[config.mk]
export PLATFORM = sky130hd
export DESIGN_NAME = chr_seen
export DESIGN_NICKNAME = d
export VERILOG_FILES = /design/src/sv/chr_pkg.sv /design/src/sv/chr_seen.sv
export SDC_FILE = /design/constraint.sdc
export NUM_CORES = 1
export LEC_CHECK = 0
export BUFFER_PORTS_ARGS = -buffer_cell sky130_fd_sc_hd__buf_2
export CORE_MARGIN = 2
export CORE_UTILIZATION = 55
export DETAILED_ROUTE_END_ITERATION = 8
export PLACE_DENSITY = 0.7
export SYNTH_ARGS = -nofsm -noshare
export SYNTH_HDL_FRONTEND = slang
export SYNTH_SLANG_ARGS = --single-unit
[constraint.sdc]
create_clock -name clk -period 4.05 [get_ports clk]
set_clock_uncertainty 0.2 [all_clocks]
set_input_delay 0.81 -clock clk [delete_from_list [all_inputs] [get_ports clk]]
set_output_delay 0.81 -clock clk [all_outputs]
set_load 0.03 [all_outputs]
[src/sv/chr_pkg.sv]
`timescale 1ns / 1ps
// Shared types and codes for the consistent hash ring core.
// No dependencies; used by every module of the block.
package chr_pkg;

  localparam int POS_W   = 64;
  localparam int NODE_W  = 6;
  localparam int OP_W    = 2;
  localparam int STAT_W  = 2;
  localparam int REP_W   = 4;
  localparam int IN_DATA_W  = 144;  // 138 field bits padded to whole bytes
  localparam int OUT_DATA_W = 8;    // 6 field bits padded to whole bytes

  localparam logic [OP_W-1:0] OP_INSERT = 2'd0;
  localparam logic [OP_W-1:0] OP_REMOVE = 2'd1;
  localparam logic [OP_W-1:0] OP_LOOKUP = 2'd2;
  localparam logic [OP_W-1:0] OP_UNUSED = 2'd3;

  localparam logic [STAT_W-1:0] ST_OK   = 2'd0;
  localparam logic [STAT_W-1:0] ST_COLL = 2'd1;
  localparam logic [STAT_W-1:0] ST_FULL = 2'd2;
  localparam logic [STAT_W-1:0] ST_NONE = 2'd3;

  typedef struct packed {
    logic [POS_W-1:0]  pos;
    logic [NODE_W-1:0] owner;
  } entry_t;

  typedef struct packed {
    logic              clr;
    logic              add;
    logic [NODE_W-1:0] who;
  } seen_ctl_t;

endpackage

[src/sv/chr_seen.sv]
`timescale 1ns / 1ps
// Set of distinct owners found during a replica walk, with a membership check.
// Depends on chr_pkg for the control struct and node width.
module chr_seen #(
  parameter int DEPTH = 8,
  parameter int NW    = 4,
  parameter int KW    = 3
) (
  input  logic                      clk,
  input  logic                      rst_n,
  input  chr_pkg::seen_ctl_t        ctl,
  input  logic [KW-1:0]             rd_idx,
  output logic                      hit,
  output logic [chr_pkg::NODE_W-1:0] rd_who,
  output logic [NW-1:0]             n
);

  logic [chr_pkg::NODE_W-1:0] list_r [DEPTH];
  logic [NW-1:0]              n_r, n_nxt;

  always_comb begin
    hit = 1'b0;
    for (int i = 0; i < DEPTH; i++) begin
      if ((32'(i) < 32'(n_r)) && (list_r[i] == ctl.who)) begin
        hit = 1'b1;
      end
    end
  end

  always_comb begin
    n_nxt = n_r;
    if (ctl.clr) begin
      n_nxt = '0;
    end else if (ctl.add && !hit && (32'(n_r) < DEPTH)) begin
      n_nxt = n_r + 1'b1;
    end
  end

  always_ff @(posedge clk) begin
    if (!rst_n) begin
      n_r <= '0;
    end else begin
      n_r <= n_nxt;
    end
  end

  always_ff @(posedge clk) begin
    for (int i = 0; i < DEPTH; i++) begin
      if (!ctl.clr && ctl.add && !hit && (32'(n_r) == i)) begin
        list_r[i] <= ctl.who;
      end
    end
  end

  assign rd_who = list_r[rd_idx];
  assign n      = n_r;

endmodule

; ---- Word level (Yosys, flattened, before mapping)
; Memory sizes are Yosys's and may differ from the RTL's.
; Cells that the tools add are included.
; Widths: inputs -> output; s select.
[op_classes]
muxes = 45
eq_ne = 15
n_reduce_logical = 31
addsub = 1
magnitude_cmp = 9
bitwise_logic = 1
[ops]
columns = cell, count
row1 = $eq 6x6->1, 8
row2 = $mux 6, 7
row3 = $reduce_or 6->1, 7
row4 = $mux 1, 31
row5 = $mux 3, 7
row6 = $logic_and 1x1->1, 20
row7 = $eq 4x3->1 const B, 4
row8 = $lt 3x4->1 const A, 4
row9 = $eq 4x2->1 const B, 2
row10 = $lt 1x4->1 const A, 2
row11 = $lt 2x4->1 const A, 2
row12 = $add 4x1->4 const B, 1
row13 = $eq 4x1->1 const B, 1
row14 = $logic_not 4->1, 1
row15 = $lt 4x4->1 const B, 1
row16 = $logic_not 1->1, 2
row17 = $reduce_or 2->1, 1
row18 = $not 1->1, 1
[totals]
ramBits = 48
n_memories = 1
regBits = 4
[memory_table]
columns = name, words, word_bits, read_ports, rd_clocked_by_memory_dff, write_ports, line_no
row1 = list_r, 8, 6, 9, 0, 1, chr_seen.sv:18  ; logic [chr_pkg::NODE_W-1:0] list_r [DEPTH];

; ---- Logic depth before layout (Yosys ltp)
; Gate-level depths: netlist (run 1).
[depth]
word_depth = 23
depth_mapped = 7
ltp_nobuf = 7

; ---- Worst setup path before layout (run 1)
; OpenSTA, ideal clock, no wires.
[synth_timing]
kind = in2out
startpoint = in ctl[2] (netlist name)
endpoint = out hit
path_slack_ns = 0.950
path_stages = 7
required_ns = 3.040
path_buffers = 1
arrival_ns = 2.090
path_cell_list = buf_6 xor2_2 nor4_2 o2111ai_1 a41oi_2 nor3_2 inv_1
[synth_via]
elab_chain_cells = 10
word_cells_on_any_way = 24
[synth_lines]
columns = item, line_no
row1 = from (decl), chr_seen.sv:11  ; input chr_pkg::seen_ctl_t ctl,
row2 = $eq 6x6->1, chr_seen.sv:24  ; if ((32'(i) < 32'(n_r)) && (list_r[i] == ctl.who)) begin
row3 = $logic_and 1x1->1, chr_seen.sv:24
row4 = $mux 1 (7 in a row), chr_seen.sv:24
row5 = $mux 1 (*), chr_seen.sv:24
row6 = to (decl), chr_seen.sv:13  ; output logic hit,
; Every way passes the cells marked *; elsewhere a longest branch is shown, timed or not.

; ---- Final worst setup path (run 1)
[layout_timing]
startpoint = in ctl[5] (netlist name)
endpoint = out hit
; The elaborated chain is that of the path after synthesis.

==> results.tsv, run 1 <==
stage	metric	value	unit
outcome	status	completed	
routing	highest metal used	met4	
floorplan	Die H	75.5	um
final_layout	final instance count without filler cells	285	
setup_path	buffer and inverter count on the worst path	3	
placed_design	placed insts	279	
grt	initial antenna violation count	0	
routing	wire length on met1	2730	um
placed_design	GP Congestion	0.905	
sta	FMAX	0.280	GHz
clock_network	Clock Path Buffers	2	
sta	Fin. Hold Viols	0	
clock_network	Root Buffer	clkbuf_8	
power	static leakage	1.05	nW
floorplan	die width	75.5	um
logic_synthesis	synthesis-stage register bit count	52	
final_layout	Layout area overhead	8.54	%
final_layout	Layout fillers	407	
logic_synthesis	Synth Instances	194	
routing	met3 wire len	432	um
final_layout	fin nets	232	
logic_synthesis	Synth Cell Area	2810	um2
setup_path	crit path kind	primary input to output pin	
floorplan	Ports	24	
logic_synthesis	Mean Syn Cell Area	14.5	um2
clock_network	Clk Latency, worst-skew pair	0.30	ns
sta	WHS	0.364	ns
clock_network	# Post-CTS Setup Buffers	0	
power	power per cell area	339	nW/um2
setup_path	CP Cell Sequence	buf_2 -> xor2_1 -> a2111oi_0 -> nand4_1 -> nand3_1 -> nor3_2 -> inv_1 -> buf_2	
routing	WL final	6610	um
sta	Slew headroom	67.2	%
sta	min cycle time layout	3.57	ns
routing	initial DRC count	171	
floorplan	Die ar.	5700	um2
setup_path	crit path DAT	2.56	ns
routing	vias per cell	6.14	
setup_path	Top delay family on crit path	simple AND/OR/NAND/NOR gates	
sta	Worst Tran Pin Value	0.480	ns
clock_network	total CTS buffers	5	
sta	setup violators final	0	
clock_network	CTS clk-pin slew, worst paths	0.09	ns
final_layout	fraction of layout cells with a size suffix above 1	25.1	%
routing	drt first pass iters	4	
floorplan	area of the core	5010	um2
power	maximum vdd drop	0.261	mV
logic_synthesis	ys flop type	edfxtp_1	
setup_path	Crit-path slowest cell	a2111oi_0	
sta	RSZ-0062 raised after global routing	no	
floorplan	FP Rows	26	
routing	# DRC	0	
placed_design	pre-CTS setup slack	0.455	ns
clock_network	post-CTS sizing	0	
logic_synthesis	sequential area share after synthesis	54.1	%
grt	first-pass GRT wire length	9960	um
setup_path	crit end category	output pin	
clock_network	CTS sink count	52	
worst_hold_path	Worst Hold Class	register to register	
clock_network	H-tree levels	2	
logic_synthesis	Synth async-reset ratio	0	%
setup_path	CP Launch Type	primary input	
final_layout	Util after Layout	61.0	%
setup_path	Req. time, crit path	3.04	ns
setup_path	Top cell by count, worst path	buf_2	
routing	drt wl/cell	23.2	um
clock_network	cts hold-fix bufs	0	
sta	final worst slack	0.476	ns
placed_design	input/output buffers	23	
logic_synthesis	Mapped Nets	210	
setup_path	crit-path max FO	16	
floorplan	Initial Util	56.2	%
logic_synthesis	Post-synth EDFFs	48	
logic_synthesis	Yosys warning total	0	
grt	vias in the first global route	1742	
setup_path	max incr delay on CP	0.50	ns
logic_synthesis	Distinct cells, synth	41	
sta	Final Max Slew Viols	0	
grt	Total GRT Usage	25.6	%
sta	setup TNS	0	ns
clock_network	CTS tree	done	
routing	Via Count	1749	
routing	met2 wire length	3260	um
grt	largest net degree at the start of global routing	17	
routing	Routed Antenna Nets	0	
grt	Remaining Overflow, GRT	0	
sta	Period Utilization, post-route	88.3	%
final_layout	Antenna diodes	0	
placed_design	dpl hpwl	4760	um
job	Max Cap Viol	0	
area by class of cell:
type	instances	area (um2)	share of cell area (%)
Clock inverter	1	30.0	0.983
Inverter	4	15.0	0.492
Sequential cell	52	1520	49.8
Tap cell	70	87.6	2.87
Clock buffer	5	68.8	2.25
Multi-Input combinational cell	129	1210	39.6
Timing Repair Buffer	24	123	4.01
metrics by stage:
| stage | area (um2) | total power [mW] |
|---|---|---|
| after floorplan | 2810 | 0.683 |
| after detailed placement | 2960 | 0.712 |
| after global routing | 3050 | 1.07 |
| final | 3050 | 1.03 |
| after global placement | 2960 | 0.712 |
| after CTS | 3050 | 1.04 |
final timing paths:
| kind | start | endpoint | cells after the start | slack (ns) |
|---|---|---|---|---|
| worst max-delay path | ctl[5] | hit | 8 | 0.48 |
| worst min-delay path | n[0] | n[0] | 2 | 0.36 |
| worst max register to register | n[0] | list_r[2][2] | 7 | 1.24 |
| worst min register to register | n[0] | n[0] | 2 | 0.36 |
tightest hold or removal path: stages, from the launching register on:
cell     delay, ns
dfxtp_1       0.38
o31ai_1       0.09
a21oi_1       0.06
cells in the final DEF (no fill, tap or decap), types with 2 or more instances in the layout:
cell type,count
xor2_1,30
nand3_1,3
clkbuf_8,5
mux4_2,12
dfxtp_1,4
nor2_1,7
nand4_1,7
buf_2,23
nand2b_1,4
nand2_1,2
a21oi_1,3
ha_1,3
inv_1,4
o31ai_1,2
o2111ai_1,2
edfxtp_1,48
and2_1,4
xnor2_1,17
nor4_1,7
and3_1,3
mux2_2,6
where the power goes:
group	internal (mW)	total [mW]	switching, mW	leakage [nW]
registers	0.590	0.594	0.00354	0.466
logic	0.0410	0.108	0.0667	0.531
clock network	0.177	0.333	0.155	0.0501
total	0.808	1.03	0.226	1.05
logic make-up (layout without fill, tap and decap cells):
| kind of cell | count (synthesis) | after routing | share of synthesized area (%) |
|---|---|---|---|
| adders and majority gates | 3 | 3 | 1.33 |
| and+or+nand+nor | 47 | 47 | 10.3 |
| xor gates and xnor gates | 48 | 48 | 15.2 |
| muxes | 19 | 19 | 12.4 |
| DFF | 52 | 52 | 54.1 |
| AOI/OAI and AO/OA | 12 | 12 | 3.78 |
| buffers and inverters | 13 | 34 | 2.98 |
flip-flops by register name, indices dropped and copies added (netlist names):
signal	cells
list_r	48
n	4
cell usage after synthesis, types with 2 or more instances:
library cell / instances / area (um2)
nor4_1: 7 / 43.8
edfxtp_1: 48 / 1440
dfxtp_1: 4 / 80.1
buf_6: 3 / 33.8
nand2b_1: 4 / 25.0
and3_1: 3 / 18.8
xor2_1: 30 / 263
nand3_1: 3 / 15.0
nand4_1: 7 / 43.8
buf_4: 3 / 22.5
inv_1: 4 / 15.0
o2111ai_1: 2 / 17.5
nand2_1: 2 / 7.51
xnor2_1: 17 / 149
mux4_2: 12 / 270
o31ai_1: 2 / 15.0
nor2_1: 7 / 26.3
ha_1: 3 / 37.5
a21oi_1: 3 / 15.0
and2_1: 4 / 25.0
mux2_2: 6 / 67.6
metal layers:
metal  GRT usage [%]  vias up
li1                -      779
met1            35.2      880
met4            8.58        0
met2            41.7       79
met5               0        -
met3            4.37       11
Power figures use the tool's default switching activity.
==> run 2, diff against run 1 <==
--- a/config.mk
+++ b/config.mk
@@ -5,10 +5,12 @@
 export SDC_FILE = /design/constraint.sdc
 export NUM_CORES = 1
 export LEC_CHECK = 0
+export ABC_AREA = 1
 export BUFFER_PORTS_ARGS = -buffer_cell sky130_fd_sc_hd__buf_2
 export CORE_MARGIN = 2
 export CORE_UTILIZATION = 55
 export DETAILED_ROUTE_END_ITERATION = 8
+export HOLD_SLACK_MARGIN = 0.1
 export PLACE_DENSITY = 0.7
 export SYNTH_ARGS = -nofsm -noshare
 export SYNTH_HDL_FRONTEND = slang
==> results.tsv, run 2 <==
stage	metric	value	unit	change
routing	vias per cell	5.30		-14%
routing	WL final	7610	um	+15%
logic_synthesis	Area contributors post-synth	edfxtp_1 45%, nand2_1 13%, nor2_1 6.8%		
logic_synthesis	Synth Cell Area	3190	um2	+13%
final_layout	Layout area overhead	7.58	%	
clock_network	# Post-CTS Setup Buffers	0		unchanged
setup_path	crit end category	output pin		
grt	first-pass GRT wire length	12200	um	+23%
setup_path	crit path DAT	2.56	ns	about the same
setup_path	crit-path max FO	29		+13
routing	drt wl/cell	15.3	um	-34%
sta	Fin. Hold Viols	0		unchanged
routing	Routed Antenna Nets	0		unchanged
floorplan	Die H	80.1	um	+6.1%
final_layout	commonest cells after routing, fill and taps aside	109 x nand2_1, 58 x nor2_1, 53 x inv_1		
sta	Worst Tran Pin Value	0.826	ns	+0.346 ns
sta	setup violators final	0		unchanged
final_layout	fraction of layout cells with a size suffix above 1	13.2	%	-12 points
clock_network	total CTS buffers	5		unchanged
logic_synthesis	Synth async-reset ratio	0	%	unchanged
sta	RSZ-0062 raised after global routing	no		
floorplan	Die ar.	6420	um2	+13%
placed_design	pre-CTS setup slack	0.539	ns	+0.0836 ns
clock_network	Root Buffer	clkbuf_8		
placed_design	input/output buffers	23		unchanged
clock_network	CTS sink count	52		unchanged
sta	Slew headroom	44.9	%	-22 points
grt	vias in the first global route	2338		+34%
setup_path	number of cells on the worst reg-to-reg path	15		+8
final_layout	commonest non-fill, non-tap cell in the layout	nand2_1		
setup_path	cell depth of the worst setup path	8		unchanged
setup_path	Crit-path slowest cell	inv_1		
logic_synthesis	Distinct cells, synth	27		-34%
logic_synthesis	Post-synth EDFFs	48		unchanged
setup_path	max incr delay on CP	0.48	ns	-0.02 ns
placed_design	DP Area	3340	um2	+13%
final_layout	max FFs per register	48		unchanged
setup_path	crit path kind	primary input to output pin		
routing	# DRC	0		unchanged
sta	final worst slack	0.484	ns	+0.00877 ns
floorplan	area of the core	5540	um2	+11%
grt	Total GRT Usage	26.1	%	+0.53 points
worst_hold_path	Min-Delay Path Depth	2		unchanged
floorplan	Ports	24		unchanged
clock_network	CTS clk-pin slew, worst paths	0.08	ns	about the same
logic_synthesis	Synth area leader	edfxtp_1		
final_layout	Post-Layout Inst Area	3430	um2	+12%
final_layout	Util after Layout	61.9	%	+0.91 points
routing	drt first pass iters	5		+1
floorplan	Initial Util	57.5	%	+1.4 points
grt	Remaining Overflow, GRT	0		unchanged
setup_path	Top delay family on crit path	buffers and inverters		
placed_design	GP Congestion	0.894		-1.2%
clock_network	H-tree levels	2		unchanged
setup_path	CP Launch Type	primary input		
logic_synthesis	ys flop type	edfxtp_1		
grt	initial antenna violation count	0		unchanged
clock_network	CTS tree	done		
clock_network	post-CTS sizing	0		unchanged
logic_synthesis	top-area cell type share of the netlist area	45.2	%	-6.0 points
outcome	status	completed		
clock_network	Clk Latency, worst-skew pair	0.31	ns	about the same
power	static leakage	1.57	nW	+50%
logic_synthesis	Mean Syn Cell Area	7.91	um2	-45%
logic_synthesis	most common cell in the netlist	nand2_1		
sta	Final Max Slew Viols	0		unchanged
job	Max Cap Viol	0		unchanged
sta	FMAX	0.280	GHz	+0.25%
logic_synthesis	Synth Instances	403		+110%
setup_path	setup slack, reg-to-reg	1.21	ns	-0.03 ns
logic_synthesis	Mapped Nets	419		+100%
logic_synthesis	Post-synth top cells	109 x nand2_1, 58 x nor2_1, 53 x inv_1, 48 x edfxtp_1, 28 x o21ai_0		
final_layout	Biggest register	list_r		
setup_path	buffer and inverter count on the worst path	3		unchanged
setup_path	CP Cell Sequence	buf_2 -> inv_1 -> a21oi_1 -> o21ai_0 -> o21ai_0 -> nor2_1 -> a31oi_1 -> buf_2		
setup_path	Req. time, crit path	3.04	ns	about the same
logic_synthesis	synthesis-stage register bit count	52		unchanged
floorplan	FP Rows	27		+3.8%
logic_synthesis	sequential area share after synthesis	47.7	%	-6.3 points
final_layout	Antenna diodes	0		unchanged
sta	setup TNS	0	ns	unchanged
sta	Period Utilization, post-route	88.0	%	-0.22 points
clock_network	Clock Path Buffers	2		unchanged
final_layout	fin nets	440		+90%
power	power per cell area	298	nW/um2	-12%
power	maximum vdd drop	0.178	mV	-32%
routing	Via Count	2633		+51%
routing	initial DRC count	285		+67%
clock_network	cts hold-fix bufs	0		unchanged
logic_synthesis	Yosys warning total	0		unchanged
placed_design	dpl hpwl	5590	um	+17%
grt	largest net degree at the start of global routing	30		+13
sta	min cycle time layout	3.57	ns	-0.00877 ns
worst_hold_path	Worst Hold Class	register to register		
floorplan	die width	80.1	um	+6.1%
[run 2: changes by cell type after synthesis, sizes merged, moves of 8 or more]
cell and change:
nor4 -8, inv +56, nand2 +112, o21ai +28, xor2 -23, a21oi +17, nand3 +10, nor2 +55
mux4 -12
[run 2: worst paths after layout]
| check | start | end |
|---|---|---|
| worst min register to register | n[0] | n[0] |
| worst min-delay path | n[0] | n[0] |
| worst max register to register | n[0] | list_r[2][2] |
| worst max-delay path | rd_idx[0] | rd_who[4] |
[run 2: metal layers]
layer | share of wire [%] | track usage, %
met1 | 47 | 39.3
met2 | 46 | 39.0
met3 | 5.7 | 4.04
met4 | 2.1 | 7.80
met5 | 0 | 0
[run 2: cell type report]
type,instances,area [um2]
timing repair buffer,27,145
multi-input combinational,277,1350
fill,524,2110
inverter,61,233
clock inverter,1,8.76
clock buffer,7,76.3
tap,72,90.1
sequential,52,1520
[run 2: cells by family (layout without fill, tap and decap cells)]
| kind of cell | after synthesis | in the layout | synth area share (%) |
|---|---|---|---|
| compound gates | 56 | 56 | 9.27 |
| simple gates | 197 | 197 | 26.3 |
| fa+ha+maj | 3 | 3 | 1.18 |
| buf+inv | 74 | 96 | 9.78 |
| flops | 52 | 52 | 47.7 |
| xor+xnor | 21 | 21 | 5.77 |
[run 2: stage by stage]
step	cells	power, mW	hold WS (ns)
global placement	489	0.741	0.331
global route	497	1.07	0.382
finish	497	1.02	0.355
detailed placement	489	0.743	0.346
floorplan	403	0.706	0.452
CTS	497	1.03	0.358
[run 2: tightest hold or removal path: cells and delay by family, from the launching register on]
family	cells	cell delay, ns
flip-flops	1	0.34
AND/OR/NAND/NOR	1	0.06
AO/OA/AOI/OAI	1	0.12
[run 2: power by group]
part	switching, mW	leakage [nW]	internal (mW)	total, mW
logic	0.0975	1.06	0.0403	0.138
clock network	0.166	0.0424	0.124	0.290
registers	0.00420	0.466	0.591	0.595
total	0.268	1.57	0.755	1.02
